[src/rtl/obbrc_pkg.sv]
// shared types, constants and arithmetic helpers for the box/rectangle collision test
package obbrc_pkg;

    localparam int W      = 16;
    localparam int F      = W - 2;
    localparam int FW     = 48;
    localparam int RW     = 32;
    localparam int DW     = 24;
    localparam int PW     = 2 * W + 4;
    localparam int BW     = 2 * W + 9;
    localparam int CW     = 2 * W + 3;
    localparam int QDEPTH = 4;
    localparam int QAW    = $clog2(QDEPTH);
    localparam int ODEPTH = 8;
    localparam int OAW    = $clog2(ODEPTH);
    localparam int NST    = 7;

    typedef logic signed [W:0]    t_diff;
    typedef logic signed [W-1:0]  t_lane;
    typedef logic signed [PW-1:0] t_prod;
    typedef logic [BW-1:0]        t_proj;
    // rounded normal component, up to 2^(W+1) in magnitude
    typedef logic signed [W+2:0]  t_norm;
    // rounded projection magnitude, up to 3 * 2^(W+2)
    typedef logic [W+3:0]         t_mag;

    // one query split into lanes and with the center difference formed
    typedef struct packed {
        t_diff [2:0]      d;
        t_lane [2:0][2:0] ax;
        logic [2:0][W-1:0] hs;
        t_lane [1:0][2:0] ra;
        logic [1:0][W-1:0] rh;
    } t_query;

    // one finished result
    typedef struct packed {
        logic                 hit;
        logic                 depth_valid;
        logic signed [DW-1:0] depth;
    } t_result;

    // signed lane i of a packed field
    function automatic t_lane lane_s(input logic [FW-1:0] f, input int i);
        return t_lane'(f[i*W +: W]);
    endfunction

    // divide by 2^F, nearest, halves away from zero
    function automatic logic signed [BW+1:0] rnd_frac(input logic signed [BW+1:0] x);
        logic [BW+1:0] m;
        logic [BW+1:0] r;
        m = x[BW+1] ? -x : x;
        r = (m + (BW+2)'(1 << (F - 1))) >> F;
        return x[BW+1] ? -$signed(r) : $signed(r);
    endfunction

endpackage

[src/rtl/obbrc_front.sv]
// front part: accepts queries, splits lanes and forms the center difference
module obbrc_front
    import obbrc_pkg::*;
(
    input  logic            i_clk,
    input  logic            i_rst_n,
    input  logic            i_valid,
    output logic            o_stall,
    input  logic [FW-1:0]   i_box_center,
    input  logic [FW-1:0]   i_box_axis_a,
    input  logic [FW-1:0]   i_box_axis_b,
    input  logic [FW-1:0]   i_box_axis_c,
    input  logic [FW-1:0]   i_box_half_sizes,
    input  logic [FW-1:0]   i_rect_center,
    input  logic [FW-1:0]   i_rect_axis_u,
    input  logic [FW-1:0]   i_rect_axis_v,
    input  logic [RW-1:0]   i_rect_half_sizes,
    output logic            o_q_valid,
    output t_query          o_q,
    input  logic            i_q_pop
);

    t_query             n_q;
    t_query             r_mem [QDEPTH];
    logic [QAW-1:0]     r_wp;
    logic [QAW-1:0]     r_rp;
    logic [QAW:0]       r_cnt;
    logic               w_push;

    // split fields into lanes
    always_comb begin
        for (int i = 0; i < 3; i++) begin
            n_q.d[i]     = t_diff'(lane_s(i_box_center, i)) - t_diff'(lane_s(i_rect_center, i));
            n_q.ax[0][i] = lane_s(i_box_axis_a, i);
            n_q.ax[1][i] = lane_s(i_box_axis_b, i);
            n_q.ax[2][i] = lane_s(i_box_axis_c, i);
            n_q.hs[i]    = i_box_half_sizes[i*W +: W];
            n_q.ra[0][i] = lane_s(i_rect_axis_u, i);
            n_q.ra[1][i] = lane_s(i_rect_axis_v, i);
        end
        n_q.rh[0] = i_rect_half_sizes[0 +: W];
        n_q.rh[1] = i_rect_half_sizes[W +: W];
    end

    assign o_stall   = (r_cnt == (QAW+1)'(QDEPTH));
    assign w_push    = i_valid && !o_stall;
    assign o_q_valid = (r_cnt != '0);
    assign o_q       = r_mem[r_rp];

    // request queue storage
    always_ff @(posedge i_clk) begin
        if (w_push) begin
            r_mem[r_wp] <= n_q;
        end
    end

    // queue pointers
    always_ff @(posedge i_clk) begin
        if (!i_rst_n) begin
            r_wp  <= '0;
            r_rp  <= '0;
            r_cnt <= '0;
        end else begin
            if (w_push) r_wp <= r_wp + 1'b1;
            if (i_q_pop) r_rp <= r_rp + 1'b1;
            r_cnt <= r_cnt + (QAW+1)'(w_push) - (QAW+1)'(i_q_pop);
        end
    end

endmodule

[config.mk]
export PLATFORM = sky130hd
export DESIGN_NAME = obbrc_front
export DESIGN_NICKNAME = d
export VERILOG_FILES = /design/src/rtl/obbrc_pkg.sv /design/src/rtl/obbrc_front.sv
export SDC_FILE = /design/constraint.sdc
export NUM_CORES = 1
export LEC_CHECK = 0
export ABC_AREA = 1
export BUFFER_PORTS_ARGS = -buffer_cell sky130_fd_sc_hd__buf_4
export CAP_MARGIN = 25
export CORE_ASPECT_RATIO = 1.2
export CORE_UTILIZATION = 41
export DETAILED_ROUTE_END_ITERATION = 10
export PLACE_DENSITY = 0.7
export SYNTH_ARGS = -nofsm -noshare
export SYNTH_HDL_FRONTEND = slang
export SYNTH_SLANG_ARGS = --single-unit
[constraint.sdc]
create_clock -name i_clk -period 18.8 [get_ports i_clk]
set_input_delay 0.94 -clock i_clk [delete_from_list [all_inputs] [get_ports i_clk]]
set_output_delay 0.94 -clock i_clk [all_outputs]
set_load 0.1 [all_outputs]
* Word-level counts from Yosys, hierarchy flattened
Memory sizes are Yosys's and may differ from the RTL's. A register that Yosys moved wholly into a read port is not among the register bits.
Index checks and enable logic that the tools add are counted.
** Word-level totals
- Register bits after elaboration :: 7
- Memory bits (writable) :: 1484
- Bits of input ports :: 420
- Memories :: 1
** Memories
- r_mem :: depth 4, width 371, rd ports 1, clocked after memory_dff 1, write ports 1, RTL line obbrc_front.sv:24 : t_query r_mem [QDEPTH];
** Cells by class
- $add $sub $neg :: 7
- Equality and inequality tests :: 1
- Mux-type cells :: 4
- Reduce and logical (&&, ||, !) cells :: 3
** Operators by type and width (count)
- $sub 16x16->17 :: 3
- $add 2x1->2 const B :: 2
- $mux 2 :: 2
- $add 3x1->3 :: 1
- $eq 3x3->1 const B :: 1
- $reduce_bool 3->1 :: 1
- $sub 3x1->3 :: 1
- $mux 1 :: 2
- $logic_and 1x1->1 :: 1
- $logic_not 1->1 :: 1

* Depth between registers and ports, before layout
- Word-level depth :: 5
- Depth in mapped cells :: 12

* Worst setup path before layout
No wires, ideal clock.
- Path type :: input -> register
- Start point :: input port i_valid
- End point :: memory r_mem[0][0] in the netlist's numbering (enable)
- Library setup time :: 1.114 ns
- Arrival :: 16.467 ns
- Required time :: 17.686 ns
- Setup slack :: 1.219 ns
- Cell stages on the path :: 2
- Cell sequence :: nand2_1 > nor2_1
** On the way
- Word-level cells in the longest chain between the ends :: 3
** RTL lines
- from (decl) :: RTL line obbrc_front.sv:7 : input logic i_valid,
- $logic_and 1x1->1 :: RTL line obbrc_front.sv:46 : assign w_push = i_valid && !o_stall;
- $mux 1 :: RTL line obbrc_front.sv:52 : if (w_push) begin
- $mux 1 (not written as such) :: RTL line obbrc_front.sv:53 : r_mem[r_wp] <= n_q;
- to (decl) :: RTL line obbrc_front.sv:24
Every way passes these cells.

==> metrics.md <==
| Metric | Value |
|---|---|
| Outcome | `finished clean` |
| Final Cycle Share | `40.2%` |
| Routability Congestion | `0.881` |
| GR Overflow Total | `0` |
| Post-Route WL | `146000 um` |
| Overall Global Routing Usage | `19.8%` |
| Fin. Hold Viols | `0` |
| R2R setup slack | `13580 ps` |
| Vias in the first global route | `35744` |
| Clk Latency, worst-skew pair | `780 ps` |
| Area Growth Syn to Fin | `20.5%` |
| Nets@finish | `5512` |
| CP max FO | `98` |
| Root Buffer | `clkbuf_16` |
| Syn Nets | `4774` |
| Filler cells | `11849` |
| Yosys reg bits | `1493` |
| Setup CP Type | `reg2out` |
| Starting Density | `41.3%` |
| Synth Instances | `4296` |
| WHS | `353 ps` |
| Share of cells above drive strength 1 | `20.1%` |
| Static Leak | `25.4 nW` |
| Post-CTS Setup Bufs | `0` |
| Max Cap Viol | `0` |
| DRT Pass-1 Iters | `5` |
| CTS HTree Levels | `4` |
| Row count | `151` |
| Top-Level Pins | `793` |
| DP HPWL | `90100 um` |
| Final ANT Viol Nets | `0` |
| Initial antenna violation count | `26` |
| # port buffers | `792` |
| Synth area leaders | `edfxtp_1 (77%), o21ai_0 (5.5%), nor2_1 (5.0%)` |
| Seq/Total Area, Yosys | `76.8%` |
| R2R cell count | `8` |
| Die W | `346 um` |
| First-pass GRT wire length | `217000 um` |
| Synthesized area per cell | `13.6 um2` |
| Die Area | `144000 um2` |
| Pin count of the biggest net entering global routing | `197` |
| Power Internal | `6.05 mW` |
| Worst vdd ir | `109 uV` |
| Drt drc | `0` |
| Max clock buf depth | `3` |
| RSZ-0062 raised after global routing | `no` |
| Switching pwr | `3.24 mW` |
| Worst EP required | `17860 ps` |
| CP Capture Type | `output port` |
| Core ar. | `141000 um2` |
| CTS Hold Bufs | `0` |
| Final worst slack | `11240 ps` |
| Worst-margin pin slew | `1160 ps` |
| Finished Cell Area | `70200 um2` |
| Finished Core Util | `49.7%` |
| CP endpoint | `o_q[8]` |
| Vias/cell | `5.32` |
| Placed inst area | `65700 um2` |
| Final TNS setup | `0 ps` |
| Pwr/cell area | `132 nW/um2` |
| Slew headroom | `22.9%` |
| Tmin final | `7560 ps` |
| Unique masters post-synth | `21` |
| Reg clk slew, reported paths | `60 ps` |
| Arr. time, crit path | `6620 ps` |
| Flop pwr share | `44.9%` |
| Worst Hold Class | `in2reg` |
| Post-Layout Cell Count | `6999` |
| Share of the synthesized area in the top cell type | `76.5%` |
| Post-CTS Resized | `0` |
| Ys Warns | `0` |
| CTS tree | `built` |
| WL/cell | `20.9 um` |
| Leading area contributor after synthesis | `edfxtp_1` |
| Vias post-DR | `37236` |
| Crit Reg-Reg Startpoint | `r_cnt[1]$_SDFF_PN0_` |
| Reg-to-Reg End | `r_mem[3][9]$_DFFE_PP_` |
| TritonCTS buffer count | `145` |
| Max Slew Vio Count | `0` |
| Combinational cell fraction of total power | `25.7%` |
| Die Span Y | `415 um` |
| Setup WS pre-CTS | `12140 ps` |
| Switching share of power | `34.8%` |
| Setup violations, final | `0` |
| Synth Cell Area | `58200 um2` |
| Sink Count | `1493` |
| Final Power | `9.29 mW` |
| Placed cells | `6722` |
| Startpoint Class | `flip-flop` |
| Final Skew | `30.6 ps` |
| DRT iter0 DRCs | `3028` |
| Clk network pwr share | `29.4%` |
| Maximum clock rate | `132 MHz` |
registers in the layout, indices dropped and copies added, names as in the netlist, named ones only:
name / cells
r_mem: 1484
r_cnt: 3
r_rp: 2
r_wp: 2
cells in the mapped netlist, drive strengths merged:
master	number
nor3	12
ha	54
o21ai	747
or2	4
clkbuf	119
a21oi	34
nand2	287
nand3	36
edfxtp	1484
o22ai	371
nor2	773
dfxtp	9
buf	128
xnor2	8
inv	212
xor2	14
fa	4
area by class of cell:
| cell class | instances | area, um2 | share of cell area (%) |
|---|---|---|---|
| Sequential cell | 1493 | 44800 | 63.8 |
| Antenna cell | 24 | 60.1 | 0.0856 |
| Timing Repair Buffer | 838 | 6390 | 9.10 |
| Clock buffer | 186 | 3830 | 5.47 |
| Tap cell | 1836 | 2300 | 3.27 |
| Inverter | 212 | 811 | 1.16 |
| Multi-Input combinational cell | 2344 | 11500 | 16.3 |
| Clock inverter | 66 | 578 | 0.824 |
metal layers:
layer	vias to the layer above	global-route usage, %	wire, um
li1	17235	-	-
met1	18216	23.9	55800
met2	1481	32.8	72600
met3	298	5.22	11900
met4	6	9.80	6090
met5	-	0	41
power by group through the flow:
| stage | combinational (mW) | clock [mW] | sequential (mW) |
|---|---|---|---|
| 3_3_place_gp | 2.37 | 0 | 4.23 |
| 4_1_cts | 2.40 | 2.78 | 4.16 |
| 6_report | 2.39 | 2.73 | 4.17 |
| 2_1_floorplan | 1.74 | 0 | 4.45 |
| 5_1_grt | 2.49 | 2.90 | 4.19 |
| 3_5_place_dp | 2.39 | 0 | 4.23 |
cells by family after synthesis:
kind of cell,share of synthesized area [%]
DFF,76.8
xor gates and xnor gates,0.331
adders and majority gates,1.30
buffers and inverters,3.55
and+or+nand+nor,7.29
AOI/OAI and AO/OA,10.7
cells in the final DEF (no fill, tap or decap), types with 34 or more instances in the layout:
cell type  count
o21ai_0      641
edfxtp_1    1484
o22ai_1      371
ha_1          54
clkbuf_16    147
buf_4        831
inv_1        210
nand3_1       36
nor2_1       769
a21oi_1       34
nand2_1      287
o21ai_1      106
clkbuf_1      38
worst min path at each step:
stage / end / startpoint / depth (start not counted)
2_1_floorplan: flip-flop / r_rp[1]$_SDFFE_PN0P_ / 1
3_3_place_gp: flip-flop / r_rp[1]$_SDFFE_PN0P_ / 1
3_5_place_dp: flip-flop / r_rp[1]$_SDFFE_PN0P_ / 1
4_1_cts: r_mem[3][53]$_DFFE_PP_ / i_rect_axis_u[21] / 1
5_1_grt: r_mem[2][79]$_DFFE_PP_ / i_rect_axis_u[47] / 1
6_report: r_mem[0][53]$_DFFE_PP_ / i_rect_axis_u[21] / 1
worst max-delay path, cell delays in order, from the launching register on:
cell and delay [ps]:
dfxtp_4 810, buf_4 680, buf_4 870, buf_4 660, buf_4 830, buf_4 740
o21ai_0 230, o22ai_1 290, buf_4 340
Note: power is estimated with default switching activity, not from simulation.
